===== config.mk =====
export PLATFORM = sky130hd
export DESIGN_NAME = tbp_ram
export DESIGN_NICKNAME = d
export VERILOG_FILES = /design/src/hdl/tbp_ram.sv
export SDC_FILE = /design/constraint.sdc
export NUM_CORES = 2
export LEC_CHECK = 0
export BUFFER_PORTS_ARGS = -buffer_cell sky130_fd_sc_hd__clkbuf_2
export CELL_PAD_IN_SITES_DETAIL_PLACEMENT = 2
export CELL_PAD_IN_SITES_GLOBAL_PLACEMENT = 2
export CORE_MARGIN = 4
export CORE_UTILIZATION = 31
export DETAILED_ROUTE_END_ITERATION = 12
export PLACE_DENSITY = 0.6
export SETUP_SLACK_MARGIN = 0.1
export SYNTH_ARGS = -nofsm -noshare
export SYNTH_HDL_FRONTEND = slang
export SYNTH_SLANG_ARGS = --single-unit

===== constraint.sdc =====
create_clock -name i_clk -period 3.3 [get_ports i_clk]
set_clock_uncertainty 0.05 [all_clocks]
set_input_delay 0.495 -clock i_clk [delete_from_list [all_inputs] [get_ports i_clk]]
set_output_delay 0.495 -clock i_clk [all_outputs]
set_load 0.005 [all_outputs]

===== src/hdl/tbp_ram.sv =====
module tbp_ram #(
    parameter int WIDTH = 2,
    parameter int DEPTH = 1024
) (
    input  logic                     i_clk,
    input  logic                     i_we,
    input  logic [$clog2(DEPTH)-1:0] i_waddr,
    input  logic [WIDTH-1:0]         i_wdata,
    input  logic                     i_re,
    input  logic [$clog2(DEPTH)-1:0] i_raddr,
    output logic [WIDTH-1:0]         o_rdata
);

    logic [WIDTH-1:0] r_mem [DEPTH];
    logic [WIDTH-1:0] r_rdata;

    // write port
    always_ff @(posedge i_clk) begin
        if (i_we) r_mem[i_waddr] <= i_wdata;
    end

    // registered read, holds when not enabled
    always_ff @(posedge i_clk) begin
        if (i_re) r_rdata <= r_mem[i_raddr];
    end

    assign o_rdata = r_rdata;

endmodule


# Word level (Yosys, flattened, before mapping)
# Memory sizes are Yosys's and may differ from the RTL's. A register that Yosys moved wholly into a read port is not among the register bits.
# Cells that the tools add are included.
[word_totals] ram_bits=2048 ff_bits=0 input_bits=25 word_cells=3 n_memories=1 output_inout_bits=2
[classes] mux=2
[mem_list] memory="r_mem" words=1024 width=2 rd=1 rd_ports_with_merged_regs=1 wr=1 line_no="14" rtl="logic [WIDTH-1:0] r_mem [DEPTH];"
[ops] operator="$mux 1" count=2

# Depth between registers and ports, before layout
[depth] depth_word=2 mapped_depth=15 depth_no_buf=8

# Worst setup path after synthesis
# OpenSTA, ideal clock, no wires.
[synth_timing] path_type="input port to flip-flop" startpoint="input port i_raddr[0]" endpoint="register r_rdata[1] (netlist: o_rdata[1]), read port of r_mem, data pin" path_slack_ns=0.256 t_required_ns=2.973 setup_time_ns=0.277 arrival_time_ns=2.717 n_path_buf=5 path_stages=12 path_cell_list="buf_6 buf_12 buf_8 buf_6 buf_6 mux4_2 a221oi_1 o21ai_0 nor3_1 o31ai_1 o31ai_1 nand4_1"
[synth_rtl] item="from (decl)" line_no="10" rtl="input logic [$clog2(DEPTH)-1:0] i_raddr,"
[synth_rtl] item="to (decl)" line_no="15" rtl="logic [WIDTH-1:0] r_rdata;"

==> impl_metrics.env <==
export IMPL_final_nets=5149
export IMPL_preCtsSetupSlack_ns=-1.173
export IMPL_postLayoutCoreUtil=0.3685
export IMPL_synth_seq_cells=2050
export IMPL_worst_slew_pin_transition_ns=1.108
export IMPL_hp_class="in2reg"
export IMPL_synth_top_family_by_area="multiplexers"
export IMPL_routed_wirelength_mm=286.4
export IMPL_first_iter_violations=4802
export IMPL_core_mm2=0.2684
export IMPL_worst_path_max_delay_cell="mux4_2"
export IMPL_postRouteAntennaNets=0
export IMPL_vias=47600
export IMPL_p_per_area_mw_per_mm2=582.4
export IMPL_start_kind="register"
export IMPL_critPathKind="reg2reg"
export IMPL_synthArstFlopShare=0
export IMPL_place_gp_congestion=0.7816
export IMPL_setup_tns_ns=0
export IMPL_vias_per_cell=5.366
export IMPL_cts_tree="yes"
export IMPL_post_route_period_util=0.9390
export IMPL_outcome="finished, final reports clean"
export IMPL_cts_root_buf="clkbuf_16"
export IMPL_power_ir_vdd_worst_v=0.0004952
export IMPL_numCtsBuffers=224
export IMPL_io_buffers=26
export IMPL_wl_per_cell_um=32.28
export IMPL_grt_start_max_net_pins=139
export IMPL_cp_required_ns=3.83
export IMPL_grt_pass1_vias=52170
export IMPL_io_pins=27
export IMPL_p_total_uw=57610
export IMPL_rows=190
export IMPL_drtPass1Iterations=6
export IMPL_grt_pass1_wl_mm=405.2
export IMPL_worstPathCellList="mux4_2 > mux4_2 > nand2_2 > or4b_4 > nand4b_1 > a31oi_1 > buf_4 > o31ai_4 > nand4_1"
export IMPL_rsz0062_at_grt="true"
export IMPL_die_width_um=527.9
export IMPL_avgSynthCellArea_um2=17.48
export IMPL_clk_pin_slew_ns=0.06
export IMPL_setup_viol=0
export IMPL_die_area_mm2=0.2786
export IMPL_synth_xor_area_share=0
export IMPL_antenna_found_initial=31
export IMPL_synth_edf_count=2050
export IMPL_cp_arrival_ns=3.63
export IMPL_clock_latency_ns=0.88
export IMPL_max_freq_mhz=322.7
export IMPL_synth_cells=4793
export IMPL_ys_seq_area_frac=0.7348
export IMPL_yosys_area_share_adder=0
export IMPL_fin_ws_ns=0.2013
export IMPL_worstPathMaxFanout=2
export IMPL_drc=0
export IMPL_post_synth_num_cell_types=65
export IMPL_final_hold_viol_count=0
export IMPL_clockBufferDepth=3
export IMPL_synthFlopType="edfxtp_1"
export IMPL_synthMuxAreaShare=0.1465
export IMPL_finalMaxSlewViolations=0
export IMPL_die_h_um=527.9
export IMPL_drive_gt1_frac=0.2522
export IMPL_p_leak_uw=0.03050
export IMPL_initial_utilization=0.3121
export IMPL_slowest_delay_ns=0.52
export IMPL_synthesis_nets=4818
export IMPL_syn_area_mm2=0.08378
export IMPL_period_needed_ns=3.099
export IMPL_h_tree_depth=4
export IMPL_cap_violations=0
export IMPL_overflow=0
export IMPL_track_usage=0.2030
export IMPL_ys_warn_count=0
export IMPL_slew_headroom=0.2569
export IMPL_crit_path_frequent_cell="mux4_2"
export IMPL_synth_simple_area_share=0.06401
export IMPL_synth_compound_area_frac=0.02978
export IMPL_dp_hpwl_mm=173.9
export IMPL_clock_sinks=2050
export IMPL_end_kind="register"
export IMPL_syn_to_final_growth_pct=18.07
[final cells by class]
type	count	area (um^2)
Fill cell	26020	169500
Multi-Input combinational cell	2341	20600
Antenna cell	3	7.507
Clock inverter	143	1501
Sequential cell	2050	61560
Inverter	6	28.78
Clock buffer	276	5928
Timing Repair Buffer	501	4843
Tap cell	3552	4444
[logic make-up (layout without fill, tap and decap cells)]
family	count (synthesis)	after routing
DFF	2050	2050
and+or+nand+nor	1324	1324
buffers and inverters	402	926
muxes	664	664
other	0	3
AOI/OAI and AO/OA	353	353
[path summary, 6_finish.rpt]
path	startpoint	endpoint	slack, ns	cells after the start
setup reg to reg	r_mem[924][1]	o_rdata[1]	0.20	9
hold / removal	i_waddr[4]	r_mem[799][0]	0.22	3
hold reg to reg	r_mem[252][1]	o_rdata[1]	1.28	6
setup / recovery	r_mem[924][1]	o_rdata[1]	0.20	9
[routing by layer]
metal / vias up / global-route usage / share of wire
met5: - / 0 / 0
met4: 0 / 0.05607 / 0.029
met3: 403 / 0.02976 / 0.053
met2: 1499 / 0.3437 / 0.49
met1: 26110 / 0.2728 / 0.42
li1: 19590 / - / -
[cells in the final DEF (no fill, tap or decap), drive strengths merged, types with 5 or more instances in the layout]
cell	count
nand4	13
o221ai	83
clkinv	101
nor2	1054
a22oi	45
mux2	10
o21ai	36
nand2	96
nand2b	8
nor4	10
a21oi	70
inv	7
and2	6
bufinv	28
nor3b	10
mux2i	205
clkinvlp	13
edfxtp	2050
o22ai	45
buf	479
and3	8
nor3	45
a211oi	13
clkbuf	295
o31ai	5
nand3	39
a221oi	13
mux4	449
a22o	13
nor2b	13
a31oi	7
[worst max-delay path, delay by kind of cell (launching register included)]
kind	cells	cell delay, ns
flops	1	0.40
buf+inv	1	0.16
simple gates	4	0.93
mux	2	0.98
compound gates	2	0.29
[flip-flops by register name, indices dropped and copies added, names as in the netlist]
register and flops:
r_mem 2048, o_rdata 2
[cell usage after synthesis, types with 4 or more instances]
cell type | number | area, um^2
o221ai_1 | 82 | 718.2
nand3_1 | 39 | 195.2
and2_1 | 6 | 37.54
buf_6 | 33 | 371.6
nor2b_1 | 13 | 81.33
a21oi_1 | 70 | 350.3
nor3_1 | 45 | 225.2
buf_8 | 14 | 210.2
a31oi_1 | 7 | 43.79
nand4_1 | 13 | 81.33
edfxtp_1 | 2050 | 61560
nand3b_1 | 4 | 30.03
buf_2 | 26 | 130.1
a211oi_1 | 13 | 97.59
nand2b_1 | 8 | 50.05
mux2i_1 | 205 | 2052
o22ai_1 | 45 | 281.5
o21ai_0 | 36 | 180.2
inv_1 | 4 | 15.01
buf_4 | 28 | 210.2
a22o_1 | 13 | 113.9
buf_1 | 54 | 202.7
mux4_2 | 449 | 10110
clkbuf_1 | 239 | 897.1
nand2_1 | 96 | 360.4
and3_1 | 8 | 50.05
nor4_1 | 9 | 56.30
o31ai_1 | 5 | 37.54
a221oi_1 | 13 | 113.9
nor3b_1 | 10 | 75.07
mux2_2 | 8 | 90.09
a22oi_1 | 45 | 337.8
nor2_1 | 1054 | 3956
[metrics by stage]
stage / area [um^2] / cells / hold slack, ns
2_1_floorplan: 83780 / 4793 / 0.5439
3_3_place_gp: 91370 / 8447 / 0.9244
3_5_place_dp: 91370 / 8447 / 0.9174
4_1_cts: 98850 / 8869 / 0.1453
5_1_grt: 98910 / 8871 / 0.2070
6_report: 98910 / 8872 / 0.2188
[repair_timing]
item,in CTS,in global routing
hold endpoints to repair,13,0
hold buffers,3,0
pin swaps,0,3
setup endpoints to repair,2,2
gates resized for setup,4,12
buffers inserted,0,0
[report_power, final]
group | switching [uW] | internal, uW
sequential | 14.9 | 28700
clock | 10800 | 14900
combinational | 2070 | 1210
(Power assumes the default switching activity.)
