### src/hdl/tbp_pkg.sv
package tbp_pkg;

    // table sizes, all powers of two
    localparam int LOCAL_HIST_ENTRIES     = 16384;
    localparam int LOCAL_COUNTER_ENTRIES  = 8192;
    localparam int GLOBAL_COUNTER_ENTRIES = 65536;
    localparam int COUNTER_WIDTH          = 2;
    localparam int PC_SHIFT               = 2;
    localparam int PC_WIDTH               = 64;

    // index widths
    localparam int LH_AW = $clog2(LOCAL_HIST_ENTRIES);
    localparam int LC_AW = $clog2(LOCAL_COUNTER_ENTRIES);
    localparam int GC_AW = $clog2(GLOBAL_COUNTER_ENTRIES);

    // clearing pass covers the deepest table
    localparam int CLR_DEPTH_A = (LOCAL_HIST_ENTRIES > LOCAL_COUNTER_ENTRIES) ?
                                 LOCAL_HIST_ENTRIES : LOCAL_COUNTER_ENTRIES;
    localparam int CLR_DEPTH   = (CLR_DEPTH_A > GLOBAL_COUNTER_ENTRIES) ?
                                 CLR_DEPTH_A : GLOBAL_COUNTER_ENTRIES;
    localparam int CLR_W       = $clog2(CLR_DEPTH);

    typedef logic [COUNTER_WIDTH-1:0] t_ctr;

    localparam t_ctr CTR_MAX = {COUNTER_WIDTH{1'b1}};
    localparam t_ctr CTR_MIN = '0;

    typedef enum logic [1:0] {
        ST_CLEAR,
        ST_IDLE,
        ST_RD_LH,
        ST_RD_LC
    } t_state;

    // training results for one branch
    typedef struct packed {
        logic pred;
        logic correct;
        t_ctr lc_new;
        t_ctr gc_new;
        t_ctr ch_new;
    } t_upd;

    // saturating step toward the given direction
    function automatic t_ctr ctr_train(input t_ctr c, input logic up);
        t_ctr r;
        r = c;
        if (up) begin
            if (c != CTR_MAX) r = c + t_ctr'(1);
        end else begin
            if (c != CTR_MIN) r = c - t_ctr'(1);
        end
        return r;
    endfunction

endpackage

### src/hdl/tbp_update.sv
module tbp_update (
    input  tbp_pkg::t_ctr i_lc,
    input  tbp_pkg::t_ctr i_gc,
    input  tbp_pkg::t_ctr i_ch,
    input  logic          i_taken,
    output tbp_pkg::t_upd o_upd
);
    import tbp_pkg::*;

    logic local_p;
    logic global_p;
    logic use_global;
    logic final_p;

    // direction bits
    assign local_p    = i_lc[COUNTER_WIDTH-1];
    assign global_p   = i_gc[COUNTER_WIDTH-1];
    assign use_global = i_ch[COUNTER_WIDTH-1];
    assign final_p    = use_global ? global_p : local_p;

    // prediction and trained counters
    always_comb begin
        o_upd.pred    = final_p;
        o_upd.correct = (final_p == i_taken);
        o_upd.lc_new  = ctr_train(i_lc, i_taken);
        o_upd.gc_new  = ctr_train(i_gc, i_taken);
        // chooser moves only when the two sides disagree
        if (local_p != global_p) begin
            o_upd.ch_new = ctr_train(i_ch, global_p == i_taken);
        end else begin
            o_upd.ch_new = i_ch;
        end
    end

endmodule

### config.mk
export PLATFORM = sky130hd
export DESIGN_NAME = tbp_update
export DESIGN_NICKNAME = d
export VERILOG_FILES = /design/src/hdl/tbp_pkg.sv /design/src/hdl/tbp_update.sv
export SDC_FILE = /design/constraint.sdc
export NUM_CORES = 1
export LEC_CHECK = 0
export BUFFER_PORTS_ARGS = -buffer_cell sky130_fd_sc_hd__buf_2
export CELL_PAD_IN_SITES_DETAIL_PLACEMENT = 0
export CELL_PAD_IN_SITES_GLOBAL_PLACEMENT = 1
export CORE_AREA = 2 2 39 41
export DETAILED_ROUTE_END_ITERATION = 7
export DIE_AREA = 0 0 41 43
export GPL_ROUTABILITY_DRIVEN = 0
export PLACE_DENSITY = 0.6
export SETUP_SLACK_MARGIN = 0.1
export SLEW_MARGIN = 0
export SYNTH_ARGS = -nofsm -noshare
export SYNTH_HDL_FRONTEND = slang
export SYNTH_SLANG_ARGS = --single-unit
### constraint.sdc
create_clock -name vclk -period 0.8
set_clock_uncertainty 0.1 [all_clocks]
set_input_delay 0.04 -clock vclk [all_inputs]
set_output_delay 0.04 -clock vclk [all_outputs]
set_load 0.01 [all_outputs]
Word-level counts from Yosys, hierarchy flattened

Cells that the tools add are included.

Word-level logic and storage cells: 26
Output and inout port bits: 8
Flip-flop bits (word level): 0

Reduce and logical (&&, ||, !) cells: 3
Add/sub/neg operators: 6
Multiplexer cells: 11
Equal/unequal tests: 6

Operator list:

| kind                                                                | count |
|---|---|
| 2-bit two-way mux                                                   | 10 |
| 2-bit by 1-bit adder with 2-bit output (second input constant)      | 3 |
| 2-bit inequality test (second input constant)                       | 3 |
| 2-bit nonzero test                                                  | 3 |
| 2-bit by 1-bit subtractor with 2-bit output (second input constant) | 3 |
| 1-bit == test                                                       | 2 |
| 1-bit two-way mux                                                   | 1 |
| 1-bit inequality test                                               | 1 |

Logic depth before layout (Yosys ltp)

Word-level depth: 4
Mapped depth: 4
Depth with buffers taken out: 3

Least setup slack after synthesis

Ideal clock, no wire load.

Path type: input port to output port
From: in i_lc[1]
To: out o_upd[1] (netlist name)
Arrival: 0.618 ns
Required time: 0.660 ns
Path slack: 0.042 ns
Stages: 4
Cells stage by stage: buf_4 -> nand2b_1 -> o31ai_1 -> a211oi_2

RTL lines:

| element     | line            | text |
|---|---|---|
| from (decl) | tbp_update.sv:2 | `input tbp_pkg::t_ctr i_lc,` |
| to (decl)   | tbp_update.sv:6 | `output tbp_pkg::t_upd o_upd` |

==> metrics.md <==
| Metric | Value |
|---|---|
| Total GRT Usage | `0.0781` |
| Layout cells sized above 1 | `0.864` |
| Sequential cell count | `0` |
| DRT iter0 DRCs | `1` |
| I/O pins | `15` |
| Worst Path Arrival | `660 ps` |
| CP Capture Type | `output port` |
| Worst hold slack | `299 ps` |
| Final hold vios | `0` |
| Cell Pwr Density | `596 mW/mm²` |
| Antenna Nets Post-Route | `0` |
| Global-route wire length before repair | `1010 µm` |
| Final critical-path share of the clock period | `1.00` |
| Drt total wl | `636 µm` |
| Fmax | `1250 MHz` |
| Die W | `41 µm` |
| Die area | `0.00176 mm²` |
| LEAKAGE | `0.237 nW` |
| Setup Crit Path Kind | `in2out` |
| Non-filler instance count after layout | `60` |
| Slew HR | `0.861` |
| P&R area growth vs syn | `169%` |
| Largest net degree at the start of global routing | `6` |
| Status | `complete, but fails checks` |
| WP data required | `660 ps` |
| Cts hold-fix bufs | `0` |
| DR vias/cell | `4.20` |
| First-pass DRT Iterations | `2` |
| Total area of sequential cells | `0 µm²` |
| Mapped cell area | `195 µm²` |
| Die Span Y | `43 µm` |
| Initial antenna violation count | `0` |
| Nets | `53` |
| Synthesized instance count | `27` |
| Yosys synthesis warning count | `0` |
| Final Setup Violations | `1` |
| Max_cap viols | `0` |
| Violated checks | `setup timing` |
| Grt total ovfl | `0` |
| CLK BUF | `0` |
| Setup ws final | `-1.60 ps` |
| Vias in the first global route | `241` |
| Count of input and output buffers | `15` |
| CP startpoint kind | `input pin` |
| Crit-path max FO | `4` |
| Worst Max-Slew Pin Slew | `207 ps` |
| Starting Density | `0.141` |
| Sequential element share of the synthesized area | `0` |
| DR WL/cell | `10.6 µm` |
| Post-CTS Setup Bufs | `0` |
| RSZ-0062 raised after global routing | `true` |
| Pins Over Slew Limit | `0` |
| Hold Path Class | `in2out` |
| Antenna diode count | `0` |
| Dpl cells | `57` |
| Via count | `252` |
| Library cells used by synthesis | `19` |
| Worst IR Drop VDD | `0.215 mV` |
| Rows | `14` |
| Mean Syn Cell Area | `7.23 µm²` |
| Final critical-path required period | `802 ps` |
| Dpl hpwl | `376 µm` |
| Core area | `0.00138 mm²` |
| Synthesized net count | `34` |
| DRC violations left | `0` |
## area by class of cell
class / instances / area (µm²)
fillers: 137 / 858
inverters: 3 / 11.3
multi-input cells: 20 / 204
well taps: 16 / 20.0
repair buffers: 21 / 290
## cell usage after synthesis (all sizes together)
| library cell | count | area, µm² |
|---|---|---|
| o31ai | 1 | 7.51 |
| o22ai | 1 | 6.26 |
| maj3 | 4 | 40.0 |
| inv | 3 | 11.3 |
| nand3 | 1 | 5.00 |
| a211oi | 1 | 12.5 |
| buf | 4 | 33.8 |
| nor3b | 1 | 7.51 |
| a21o | 1 | 7.51 |
| nand2b | 1 | 6.26 |
| xor2 | 1 | 8.76 |
| a21oi | 1 | 5.00 |
| and3b | 1 | 8.76 |
| xnor2 | 1 | 8.76 |
| nand2 | 2 | 7.51 |
| and3 | 1 | 6.26 |
| o21ai | 1 | 5.00 |
| o211ai | 1 | 7.51 |
## power breakdown
group          total (mW)  switching, mW  internal (mW)  leakage (nW)
clock                   0              0              0             0
sequential              0              0              0             0
combinational       0.313          0.110          0.203         0.237
## final timing paths
check | from | endpoint | slack [ps] | cells after the start
worst max-delay path | i_gc[1] | o_upd[0] | -2 | 5
worst min-delay path | i_gc[1] | o_upd[7] | 300 | 4
## critical path: stages
cell      delay [ps]
buf_16           110
nor3b_2          180
o22ai_2           90
o211ai_1          90
buf_2            150
## cell usage in the layout (no fill, tap or decap), types with 2 or more instances in the layout
master   n
buf_6    6
buf_16   3
buf_8    3
nand2_2  2
inv_2    2
maj3_2   4
buf_4    2
buf_12   3
buf_2    4
## cell families (layout without fill, tap and decap cells)
logic type	count (synthesis)	after routing	synth area share
and+or+nand+nor	7	7	0.212
adders and majority gates	4	4	0.205
AOI/OAI and AO/OA	7	7	0.263
buffers and inverters	7	24	0.231
xor gates and xnor gates	2	2	0.0898
## metrics by stage
step / cell area [µm²] / util / worst slack (ps) / TNS (ps) / total power [mW]
final: 526 / 0.380 / -1.60 / -1.60 / 0.313
after global routing: 526 / 0.380 / -53.8 / -89.1 / 0.335
after CTS: 500 / 0.362 / -22.1 / -29.5 / 0.299
after detailed placement: 279 / 0.202 / -126 / -363 / 0.173
after global placement: 279 / 0.202 / -116 / -324 / 0.172
after floorplan: 206 / - / 85.1 / 0 / 0.119
## routing by layer
| layer | routed length (µm) | track usage |
|---|---|---|
| met4 | 0 | 0 |
| met5 | 0 | 0 |
| met1 | 288 | 0.105 |
| met2 | 312 | 0.134 |
| met3 | 35 | 0.0105 |
## timing repair
item | CTS | global route
pin swaps | 11 | 6
gates resized for setup | 39 | 6
endpoints found under the setup margin | 8 | 7
gates cloned | 3 | 0
Note: power is estimated with default switching activity, not from simulation.
